--- src/mrs_pkg.sv ---
// Shared constants and the CRC-16 byte update for the Modbus RTU slave.
// No dependencies; imported by the slave engine top level.
package mrs_pkg;

  localparam logic [15:0] CRC_POLY = 16'hA001;
  localparam logic [15:0] CRC_INIT = 16'hFFFF;

  localparam logic [7:0] EXC_FLAG     = 8'h80;
  localparam logic [7:0] EXC_FUNCTION = 8'h01;
  localparam logic [7:0] EXC_ADDRESS  = 8'h02;
  localparam logic [7:0] EXC_VALUE    = 8'h03;

  localparam logic [7:0] FC_RD_COILS   = 8'h01;
  localparam logic [7:0] FC_READ_REGS  = 8'h03;
  localparam logic [7:0] FC_WRITE_COIL = 8'h05;

  localparam logic [15:0] COIL_ON    = 16'hFF00;
  localparam logic [15:0] COIL_CLEAR = 16'h0000;

  localparam int REPLY_MAX = 9;

  localparam logic CFG_SLAVE_ADDRESS = 1'b0;
  localparam logic CFG_FRAME_TIMEOUT = 1'b1;

  localparam logic REQ_BYTE = 1'b0;
  localparam logic REQ_TICK = 1'b1;

  // Fold one byte into a reflected CRC-16, one bit per step.
  function automatic logic [15:0] crc_byte(input logic [15:0] crc, input logic [7:0] data);
    logic [15:0] c;
    c = crc ^ {8'h00, data};
    for (int b = 0; b < 8; b++) begin
      if (c[0]) c = (c >> 1) ^ CRC_POLY;
      else      c = c >> 1;
    end
    return c;
  endfunction

endpackage

--- src/modbus_rtu_slave_engine.sv ---
// Byte item: accepted while idle, no result. Tick item that ends a frame of
// 4 bytes or more: the buffer memory is walked one byte a cycle, decoded
// (wrong address or CRC: no reply), the CRC runs over the reply body bytes
// (3..7) and is stored, then 5..9 result items go out, one a cycle while
// out_ready_i is high. Input is held off until the last result item is taken.
// Reset clears valid bits, length, idle count and coils; address 1, timeout 5.
// Modbus RTU slave engine: frame buffer memory, decode sequencer, reply path.
// Depends on mrs_pkg.
module modbus_rtu_slave_engine
  import mrs_pkg::*;
#(
  parameter int BUFFER_DEPTH = 64
) (
  input  logic        clk_i,
  input  logic        rst_ni,
  input  logic        cfg_we_i,
  input  logic        cfg_addr_i,
  input  logic [15:0] cfg_wdata_i,
  input  logic        in_valid_i,
  output logic        in_ready_o,
  input  logic        req_type_i,
  input  logic [7:0]  rx_byte_i,
  input  logic [3:0]  digital_inputs_i,
  input  logic [31:0] scan_count_i,
  output logic        out_valid_o,
  input  logic        out_ready_i,
  output logic [7:0]  tx_byte_o,
  output logic        last_byte_o,
  output logic [3:0]  coil_outputs_o
);

  localparam int AW = $clog2(BUFFER_DEPTH);
  localparam int CW = $clog2(BUFFER_DEPTH + 1);
  localparam logic [CW-1:0] MIN_WALK = CW'(6);

  typedef enum logic [2:0] {ST_IDLE, ST_WALK, ST_DECODE, ST_CRC, ST_EMIT} state_e;

  state_e        state_q;
  logic [7:0]    slave_addr_q;
  logic [15:0]   timeout_q;
  logic [CW-1:0] len_q, flen_q, cnt_q;
  logic [15:0]   idle_q;
  logic [3:0]    coil_q;
  logic [3:0]    din_q;
  logic [31:0]   scan_q;
  logic [15:0]   crc_q;
  logic [7:0]    hdr_q [6];
  logic [7:0]    fcs_lo_q, fcs_hi_q;
  logic [7:0]    rb_q [REPLY_MAX];
  logic [3:0]    n_q, k_q;

  // Frame buffer memory with per-entry valid bits.
  logic [7:0]    mem [BUFFER_DEPTH];
  logic [7:0]    mem_rdata_q;
  logic [BUFFER_DEPTH-1:0] vld_q;
  logic          rvld_q;
  logic          mem_we;
  logic [AW-1:0] mem_raddr;

  logic in_acc, out_acc;
  assign in_acc  = in_valid_i && in_ready_o;
  assign out_acc = out_valid_o && out_ready_i;
  assign mem_we  = in_acc && (req_type_i == REQ_BYTE) && (len_q < CW'(BUFFER_DEPTH));
  assign mem_raddr = cnt_q[AW-1:0];

  always_ff @(posedge clk_i) begin
    if (mem_we) mem[len_q[AW-1:0]] <= rx_byte_i;
    mem_rdata_q <= mem[mem_raddr];
  end

  always_ff @(posedge clk_i or negedge rst_ni) begin
    if (!rst_ni) begin
      vld_q  <= '0;
      rvld_q <= 1'b0;
    end else begin
      if (mem_we) vld_q[len_q[AW-1:0]] <= 1'b1;
      rvld_q <= vld_q[mem_raddr];
    end
  end

  // Walk bookkeeping.
  logic [CW-1:0] walk_n, j;
  logic [7:0]    rbyte;
  logic [15:0]   idle_inc;
  assign walk_n   = (flen_q >= MIN_WALK) ? flen_q : MIN_WALK;
  assign j        = cnt_q - CW'(1);
  assign rbyte    = rvld_q ? mem_rdata_q : 8'h00;
  assign idle_inc = (idle_q == 16'hFFFF) ? idle_q : idle_q + 16'd1;

  // Request decode and reply body construction.
  logic [7:0]  fc;
  logic [15:0] req_addr, req_qty;
  logic [16:0] span;
  logic [7:0]  bd [7];
  logic [3:0]  bn;
  logic [3:0]  coil_d;
  logic [7:0]  src8, mask8;
  logic [15:0] w0;
  logic        frame_ok;

  always_comb begin
    fc       = hdr_q[1];
    req_addr = {hdr_q[2], hdr_q[3]};
    req_qty  = {hdr_q[4], hdr_q[5]};
    span     = {1'b0, req_addr} + {1'b0, req_qty};
    src8     = {din_q, coil_q};
    mask8    = 8'((9'd1 << req_qty[3:0]) - 9'd1);
    w0       = (req_addr == 16'd0) ? scan_q[15:0] : scan_q[31:16];
    frame_ok = (hdr_q[0] == slave_addr_q) && ({fcs_hi_q, fcs_lo_q} == crc_q);
    coil_d   = coil_q;
    for (int i = 0; i < 7; i++) bd[i] = 8'h00;
    bd[0] = slave_addr_q;
    bd[1] = fc | EXC_FLAG;
    bd[2] = EXC_FUNCTION;
    bn    = 4'd3;
    case (fc)
      FC_RD_COILS: begin
        if (req_qty == 16'd0 || req_qty > 16'd8 || span > 17'd8) begin
          bd[2] = EXC_ADDRESS;
        end else begin
          bd[1] = fc;
          bd[2] = 8'h01;
          bd[3] = (src8 >> req_addr[2:0]) & mask8;
          bn    = 4'd4;
        end
      end
      FC_WRITE_COIL: begin
        if (req_addr > 16'd3) begin
          bd[2] = EXC_ADDRESS;
        end else if (req_qty != COIL_ON && req_qty != COIL_CLEAR) begin
          bd[2] = EXC_VALUE;
        end else begin
          coil_d[req_addr[1:0]] = (req_qty == COIL_ON);
          bd[1] = fc;
          bd[2] = hdr_q[2];
          bd[3] = hdr_q[3];
          bd[4] = hdr_q[4];
          bd[5] = hdr_q[5];
          bn    = 4'd6;
        end
      end
      FC_READ_REGS: begin
        if (req_qty == 16'd0 || req_qty > 16'd2 || span > 17'd2) begin
          bd[2] = EXC_ADDRESS;
        end else begin
          bd[1] = fc;
          bd[2] = {5'd0, req_qty[1:0], 1'b0};
          bd[3] = w0[15:8];
          bd[4] = w0[7:0];
          bd[5] = scan_q[31:24];
          bd[6] = scan_q[23:16];
          bn    = (req_qty == 16'd2) ? 4'd7 : 4'd5;
        end
      end
      default: begin
        bd[2] = EXC_FUNCTION;
      end
    endcase
  end

  logic [15:0] crc_next_walk, crc_next_body;
  assign crc_next_walk = crc_byte(crc_q, rbyte);
  assign crc_next_body = crc_byte(crc_q, rb_q[k_q]);

  // Sequencer: buffering, frame walk, decode, reply CRC and emission.
  always_ff @(posedge clk_i or negedge rst_ni) begin
    if (!rst_ni) begin
      state_q      <= ST_IDLE;
      slave_addr_q <= 8'd1;
      timeout_q    <= 16'd5;
      len_q        <= '0;
      flen_q       <= '0;
      cnt_q        <= '0;
      idle_q       <= '0;
      coil_q       <= '0;
      n_q          <= '0;
      k_q          <= '0;
    end else begin
      if (cfg_we_i) begin
        case (cfg_addr_i)
          CFG_SLAVE_ADDRESS: slave_addr_q <= cfg_wdata_i[7:0];
          CFG_FRAME_TIMEOUT: timeout_q    <= cfg_wdata_i;
          default: ;
        endcase
      end
      case (state_q)
        ST_IDLE: begin
          if (in_acc) begin
            if (req_type_i == REQ_BYTE) begin
              if (mem_we) begin
                len_q  <= len_q + CW'(1);
                idle_q <= '0;
              end
            end else begin
              idle_q <= idle_inc;
              if (len_q != '0 && idle_inc >= timeout_q) begin
                len_q  <= '0;
                flen_q <= len_q;
                din_q  <= digital_inputs_i;
                scan_q <= scan_count_i;
                cnt_q  <= '0;
                crc_q  <= CRC_INIT;
                if (len_q >= CW'(4)) state_q <= ST_WALK;
              end
            end
          end
        end
        ST_WALK: begin
          cnt_q <= cnt_q + CW'(1);
          if (cnt_q != '0) begin
            if (j < flen_q - CW'(2)) crc_q <= crc_next_walk;
            for (int i = 0; i < 6; i++) begin
              if (j == CW'(i)) hdr_q[i] <= rbyte;
            end
            if (j == flen_q - CW'(2)) fcs_lo_q <= rbyte;
            if (j == flen_q - CW'(1)) fcs_hi_q <= rbyte;
            if (cnt_q == walk_n) state_q <= ST_DECODE;
          end
        end
        ST_DECODE: begin
          if (frame_ok) begin
            for (int i = 0; i < 7; i++) rb_q[i] <= bd[i];
            n_q     <= bn;
            k_q     <= '0;
            coil_q  <= coil_d;
            crc_q   <= CRC_INIT;
            state_q <= ST_CRC;
          end else begin
            state_q <= ST_IDLE;
          end
        end
        ST_CRC: begin
          if (k_q == n_q) begin
            rb_q[n_q]         <= crc_q[7:0];
            rb_q[n_q + 4'd1]  <= crc_q[15:8];
            n_q               <= n_q + 4'd2;
            k_q               <= '0;
            state_q           <= ST_EMIT;
          end else begin
            crc_q <= crc_next_body;
            k_q   <= k_q + 4'd1;
          end
        end
        ST_EMIT: begin
          if (out_acc) begin
            k_q <= k_q + 4'd1;
            if (last_byte_o) state_q <= ST_IDLE;
          end
        end
        default: state_q <= ST_IDLE;
      endcase
    end
  end

  assign in_ready_o     = (state_q == ST_IDLE);
  assign out_valid_o    = (state_q == ST_EMIT);
  assign tx_byte_o      = rb_q[k_q];
  assign last_byte_o    = (k_q == n_q - 4'd1);
  assign coil_outputs_o = coil_q;

endmodule

--- config.mk ---
export PLATFORM = sky130hd
export DESIGN_NAME = modbus_rtu_slave_engine
export DESIGN_NICKNAME = d
export VERILOG_FILES = /design/src/mrs_pkg.sv /design/src/modbus_rtu_slave_engine.sv
export SDC_FILE = /design/constraint.sdc
export NUM_CORES = 1
export LEC_CHECK = 0
export CAP_MARGIN = 20
export CORE_ASPECT_RATIO = 1.25
export CORE_UTILIZATION = 60
export CTS_BUF_LIST = sky130_fd_sc_hd__clkbuf_8
export CTS_CLUSTER_DIAMETER = 200
export CTS_CLUSTER_SIZE = 28
export DETAILED_ROUTE_END_ITERATION = 6
export DONT_BUFFER_PORTS = 1
export PLACE_DENSITY_LB_ADDON = 0.08
export RECOVER_POWER = 100
export REMOVE_ABC_BUFFERS = 1
export SLEW_MARGIN = 5
export SYNTH_ARGS = -nofsm -noshare
export SYNTH_HDL_FRONTEND = slang
export SYNTH_SLANG_ARGS = --single-unit
--- constraint.sdc ---
create_clock -name clk_i -period 6.1 [get_ports clk_i]
set_input_delay 1.22 -clock clk_i [delete_from_list [all_inputs] [get_ports clk_i]]
set_output_delay 1.22 -clock clk_i [all_outputs]
set_load 0.02 [all_outputs]
== Word-level counts from Yosys, hierarchy flattened ==
Memories as Yosys holds them, arrays and structs flattened. A register that Yosys moved wholly into a read port is not among the register bits.
Index checks and enable logic that the tools add are counted.
Operators by class
  $mul: 0
  divide/modulo/power cells: 0
  reduce and logical (&&, ||, !) cells: 54
  order comparisons: 15
  multiplexer cells: 137
  bitwise gates (word level): 24
  equal/unequal tests: 36
  shift-type cells: 2
  $add $sub $neg: 12
Operators with widths (number)
  $mux 16: 27
  $mux 8: 16
  $pmux 8 s3: 3
  $or 64x64->64: 1
  $pmux 16 s4: 1
  $mux 3: 19
  $reduce_or 8->1: 7
  $mux 24: 2
  $not 2->3: 16
  $mux 1: 42
  $mux 7: 6
  $eq 16x16->1 const B: 2
  $gt 16x2->1 const B: 2
  $logic_not 16->1: 2
  $mux 32: 1
  $pmux 16 s2: 1
  $xor 16x8->16: 2
  $mux 4: 7
  $pmux 4 s3: 2
  $eq 7x7->1: 3
  $reduce_and 4->1: 5
  $reduce_and 9->1: 2
  $add 16x16->17: 1
  $gt 17x2->1 const B: 1
  other kinds (58): 109
Storage, ports and cells
  input port bits: 67
  memories kept: 3
  logic and storage cells: 300
  output and inout port bits: 15
  memory bits (read-only): 0
  register bits: 209
  latch bits: 0
  bits in writable memories: 632
Memories
  mem: depth 64, width 8, read ports 1, clocked after Yosys merged registers in 1, write ports 1, RTL line modbus_rtu_slave_engine.sv:53  | logic [7:0] mem [BUFFER_DEPTH];
  rb_q: depth 9, width 8, read ports 1, clocked after Yosys merged registers in 0, write ports 7, RTL line modbus_rtu_slave_engine.sv:49  | logic [7:0] rb_q [REPLY_MAX];
  hdr_q: depth 6, width 8, read ports 6, clocked after Yosys merged registers in 0, write ports 1, RTL line modbus_rtu_slave_engine.sv:47  | logic [7:0] hdr_q [6];

== Depth between registers and ports, before layout ==
  word-level depth: 21
  gate-level depth with buffers: 20
  depth with buffers taken out: 18

== Worst setup path after synthesis ==
OpenSTA, ideal clock, no wires.
  path kind: register -> register
  from: register idle_q[3]
  to: register crc_q[0], enable pin
  cell stages (with the launch flop): 19
  slack: -0.324 ns
  clock period less this slack: 6.424 ns
  required time: 5.623 ns
  path buffers: 1
  setup time: 0.477 ns
  arrival: 5.947 ns
  cells stage by stage: dfrtp_1 -> clkbuf_1 -> and4_1 -> and3_1 -> nand3_1 -> nor3_1 -> nand3_1 -> xnor2_1 -> ha_1 -> nand2b_1 -> a21o_1 -> a21o_1 -> a21o_1 -> a21o_1 -> a21oi_1 -> o2111ai_1 -> nand3_1 -> o21a_1 -> a2111oi_0
On the way
  word-level cells in the longest chain between the ends: 6
  elaborated cells on any way between the ends: 7
  classes of those cells: add/sub (1); order compare (1); eq/ne (2); mux (1); reduce/logical (2)
RTL lines
  from (decl): RTL line modbus_rtu_slave_engine.sv:42  | logic [15:0] idle_q;
  from (signal assigned): RTL line modbus_rtu_slave_engine.sv:195  | idle_q <= idle_inc;
  $add 16x1->16 / $eq 16x16->1 (equally long branches): RTL line modbus_rtu_slave_engine.sv:88  | assign idle_inc = (idle_q == 16'hFFFF) ? idle_q : idle_q + 16'd1;
  $mux 16 *: RTL line modbus_rtu_slave_engine.sv:88
  $ge 16x16->1 *: RTL line modbus_rtu_slave_engine.sv:196  | if (len_q != '0 && idle_inc >= timeout_q) begin
  $logic_and 1x1->1 *: RTL line modbus_rtu_slave_engine.sv:196
  $ne 2x1->1 (no line) *
  $reduce_and 9->1 (no line) *
  to (signal assigned): RTL line modbus_rtu_slave_engine.sv:211  | if (j < flen_q - CW'(2)) crc_q <= crc_next_walk;
  to (signal assigned): RTL line modbus_rtu_slave_engine.sv:240  | crc_q <= crc_next_body;
  to (decl): RTL line modbus_rtu_slave_engine.sv:46  | logic [15:0] crc_q;
Mark *: on every way between the ends. The rest lies on a longest branch, timed or not.
A chain may end at the register's enable or synchronous reset.

== Worst setup path in the final report ==
  from: register cnt_q[1]
  to: register crc_q[9], enable pin
On the way
  word-level cells in the longest chain between the ends: 4
  elaborated cells on any way between the ends: 6
  classes of those cells: add/sub (1); order compare (1); eq/ne (2); reduce/logical (2)
RTL lines
  from (decl): RTL line modbus_rtu_slave_engine.sv:41  | logic [CW-1:0] len_q, flen_q, cnt_q;
  from (signal assigned): RTL line modbus_rtu_slave_engine.sv:209  | cnt_q <= cnt_q + CW'(1);
  $sub 7x1->7: RTL line modbus_rtu_slave_engine.sv:86  | assign j = cnt_q - CW'(1);
  $lt 7x7->1: RTL line modbus_rtu_slave_engine.sv:211
  $ne 2x2->1 (no line)
  $reduce_and 9->1 (no line) *
Marks and branches as above.

==> impl_metrics.json <==
{
  "hold_viol": 0,
  "die_w_microns": 236,
  "holdCritPathClass": "primary input to asynchronous set/reset pin",
  "path_class": "register to register",
  "area_growth_syn_to_layout_pct": 3.35,
  "syn-cell-area_sq_mm": 0.0410,
  "coreArea_sq_mm": 0.0672,
  "layout_setup_ws_ns": 0.587,
  "io_pins": 82,
  "clock_latency_ns": 0.69,
  "final_util_pct": 63.0,
  "power_mw": 13.7,
  "place_area_sq_mm": 0.0417,
  "synth.distinct_cells": 78,
  "die_h_microns": 294,
  "drc": 0,
  "async_flop_share_pct": 15.6,
  "postCtsSetupRepairBufs": 0,
  "violations": "max-capacitance violations, max-slew violations",
  "critPathCaptureType": "register",
  "ys_seq_area_share_pct": 64.4,
  "cellPowerDensity_mw_per_mm2": 324,
  "firstDrtPassIters": 6,
  "max_cap_violations": 3,
  "port_buffers": 0,
  "slowest_delay_ns": 1.66,
  "drt-initial-drc-count": 2085,
  "yosysTopAreaCellShare_pct": 55.4,
  "row_count": 106,
  "path_cells": "clkbuf_2 > nor3_1 > xor2_1 > ha_1 > nor2b_1 > o21ai_0 > a31oi_1 > a2111oi_2 > buf_4",
  "fillers": 4892,
  "drv_slew": 130,
  "start_kind": "register",
  "crit_path_top_delay_cell": "clkbuf_2",
  "cp_max_fo": 69,
  "cts-resized-gates": 0,
  "start_util_pct": 60.9,
  "cts_tree": "built",
  "dp.cells": 3356,
  "cts-root-buf": "clkbuf_8",
  "track_usage_pct": 29.2,
  "synthCells": 2607,
  "cts_buffers": 38,
  "preCtsSetupSlack_ns": 0.781,
  "multi_input_area_sq_mm": 0.0137,
  "yosysWarnings": 0,
  "yosys.area.top_type": "edfxtp_1",
  "first_global_vias": 23400,
  "totalWireLength_microns": 98500,
  "path_clk_slew_ns": 0.18,
  "seq_area_sq_mm": 0.0264,
  "worst_pin_slew_ns": 2.03,
  "wl_per_cell_microns": 28.7,
  "arrival_ns": 5.93,
  "relSlewSlack_pct": -35.3,
  "synth_edf_count": 756,
  "grt_pass1_wl_microns": 150000,
  "gp_congestion": 0.919,
  "syn_area_per_cell_sq_um": 15.7,
  "vias": 22800,
  "antenna_found_initial": 3,
  "status": "complete, but fails checks",
  "dieArea_sq_mm": 0.0693,
  "routed_via_density": 6.65,
  "ant_nets": 0,
  "final_common_cell": "edfxtp_1",
  "layout_common_cells": "edfxtp_1 (756), mux4_2 (214), nor2_1 (177)",
  "cts_hold_buf": 0,
  "ys.flop_type": "edfxtp_1",
  "fin_area_sq_mm": 0.0423,
  "vdd_ir_drop_max_uv": 307,
  "worst_clock_skew_ns": 0.0363,
  "crit_family": "buffers and inverters",
  "critical_path_required_ns": 6.51,
  "cts.path.max_buffers": 3,
  "h-tree-depth": 2,
  "grt_max_degree": 155,
  "setup_viol": 0,
  "drive_gt1_share_pct": 18.6,
  "synthTopCellsByArea": "edfxtp_1 (55%), mux4_2 (12%), dfrtp_1 (8.4%)",
  "num-nets-final": 2665,
  "layout_min_cycle_time_ns": 5.51,
  "final_cells": 3430,
  "fin_crit_sh_pct": 90.4,
  "ys_seq_elements": 905,
  "grt_overflow": 0,
  "fmax_mhz": 181,
  "hpwl_microns": 66000,
  "cts.sinks": 905,
  "rsz0062_at_grt": "no",
  "p_leak_nw": 14.0,
  "cp_num_buf_inv": 2
}
-- final timing paths --
kind	from	end	slack, ns	depth (start not counted)
max	cnt_q[1]	crc_q[9]	0.59	9
min	rst_ni	coil_outputs_o[3]	0.18	0
max reg2reg	cnt_q[1]	crc_q[9]	0.59	9
min reg2reg	vld_q[31]	vld_q[31]	0.48	1
max in group asynchronous	rst_ni	vld_q[60]	5.48	0
min in group clk_i	vld_q[31]	vld_q[31]	0.48	1
-- cell type report --
type | count | area share [%]
Clock inverter | 31 | 0.337
Multi-Input combinational cell | 1494 | 32.4
Clock buffer | 39 | 1.27
Antenna cell | 3 | 0.0177
Sequential cell | 905 | 62.4
Tap cell | 864 | 2.55
Inverter | 62 | 0.550
Timing Repair Buffer | 32 | 0.511
-- sequential cells by signal, summed over array words and instances, names as in the netlist --
register and count:
cnt_q 7, coil_outputs_o 4, crc_q 16, din_q 4
fcs_hi_q 8, fcs_lo_q 8, flen_q 7, hdr_q 48
idle_q 16, k_q 4, len_q 7, mem 512
mem_rdata_q 8, n_q 4, rb_q 128, rvld_q 1
scan_q 32, slave_addr_q 8, state_q 3, timeout_q 16
vld_q 64
-- synth_stat cells, types with 21 or more instances --
| master | number |
|---|---|
| mux2_2 | 117 |
| mux4_2 | 214 |
| inv_1 | 59 |
| xor2_1 | 54 |
| dfrtp_1 | 138 |
| nor2_1 | 177 |
| nor3_1 | 21 |
| mux2i_1 | 64 |
| clkbuf_1 | 113 |
| nand2_1 | 124 |
| nand2b_1 | 21 |
| edfxtp_1 | 756 |
| xnor2_1 | 68 |
| nand4_1 | 25 |
| a21oi_1 | 60 |
| nand3_1 | 64 |
| a31oi_1 | 21 |
| ha_1 | 64 |
| or2_2 | 72 |
| nor4_1 | 29 |
| o21ai_0 | 72 |
-- kinds of logic (layout without fill, tap and decap cells) --
group,Yosys count,in the layout,synth area share [%]
xor gates and xnor gates,125,125,2.78
DFF,905,905,64.4
AOI/OAI and AO/OA,298,298,4.76
other,0,3,0
and+or+nand+nor,611,611,7.46
adders and majority gates,65,65,2.00
muxes,395,395,16.5
buffers and inverters,208,164,2.02
-- metrics by stage --
step | hold WS (ns) | setup TNS [ns]
6_report | 0.183 | 0
3_3_place_gp | 0.445 | 0
5_1_grt | 0.127 | 0
3_5_place_dp | 0.447 | 0
4_1_cts | 0.135 | 0
2_1_floorplan | 0.434 | -225.06
-- report_power, final --
group          total (mW)  switching, mW  leakage [nW]  internal (mW)
sequential           7.36          0.411          8.68           6.95
combinational        3.94           2.07          4.90           1.87
clock                2.41           1.79         0.448          0.625
total                13.7           4.27          14.0           9.44
-- routing by layer --
| layer | global-route usage, % | share of wire, % | up-vias | wire (microns) |
|---|---|---|---|---|
| li1 | - | - | 9923 | - |
| met1 | 36.5 | 38 | 11900 | 37300 |
| met2 | 52.3 | 53 | 813 | 52200 |
| met3 | 3.39 | 5.2 | 184 | 5100 |
| met4 | 10.8 | 3.9 | 2 | 3870 |
| met5 | 0 | 0.0081 | - | 8 |
No activity file was read; power rests on OpenSTA's default activity.
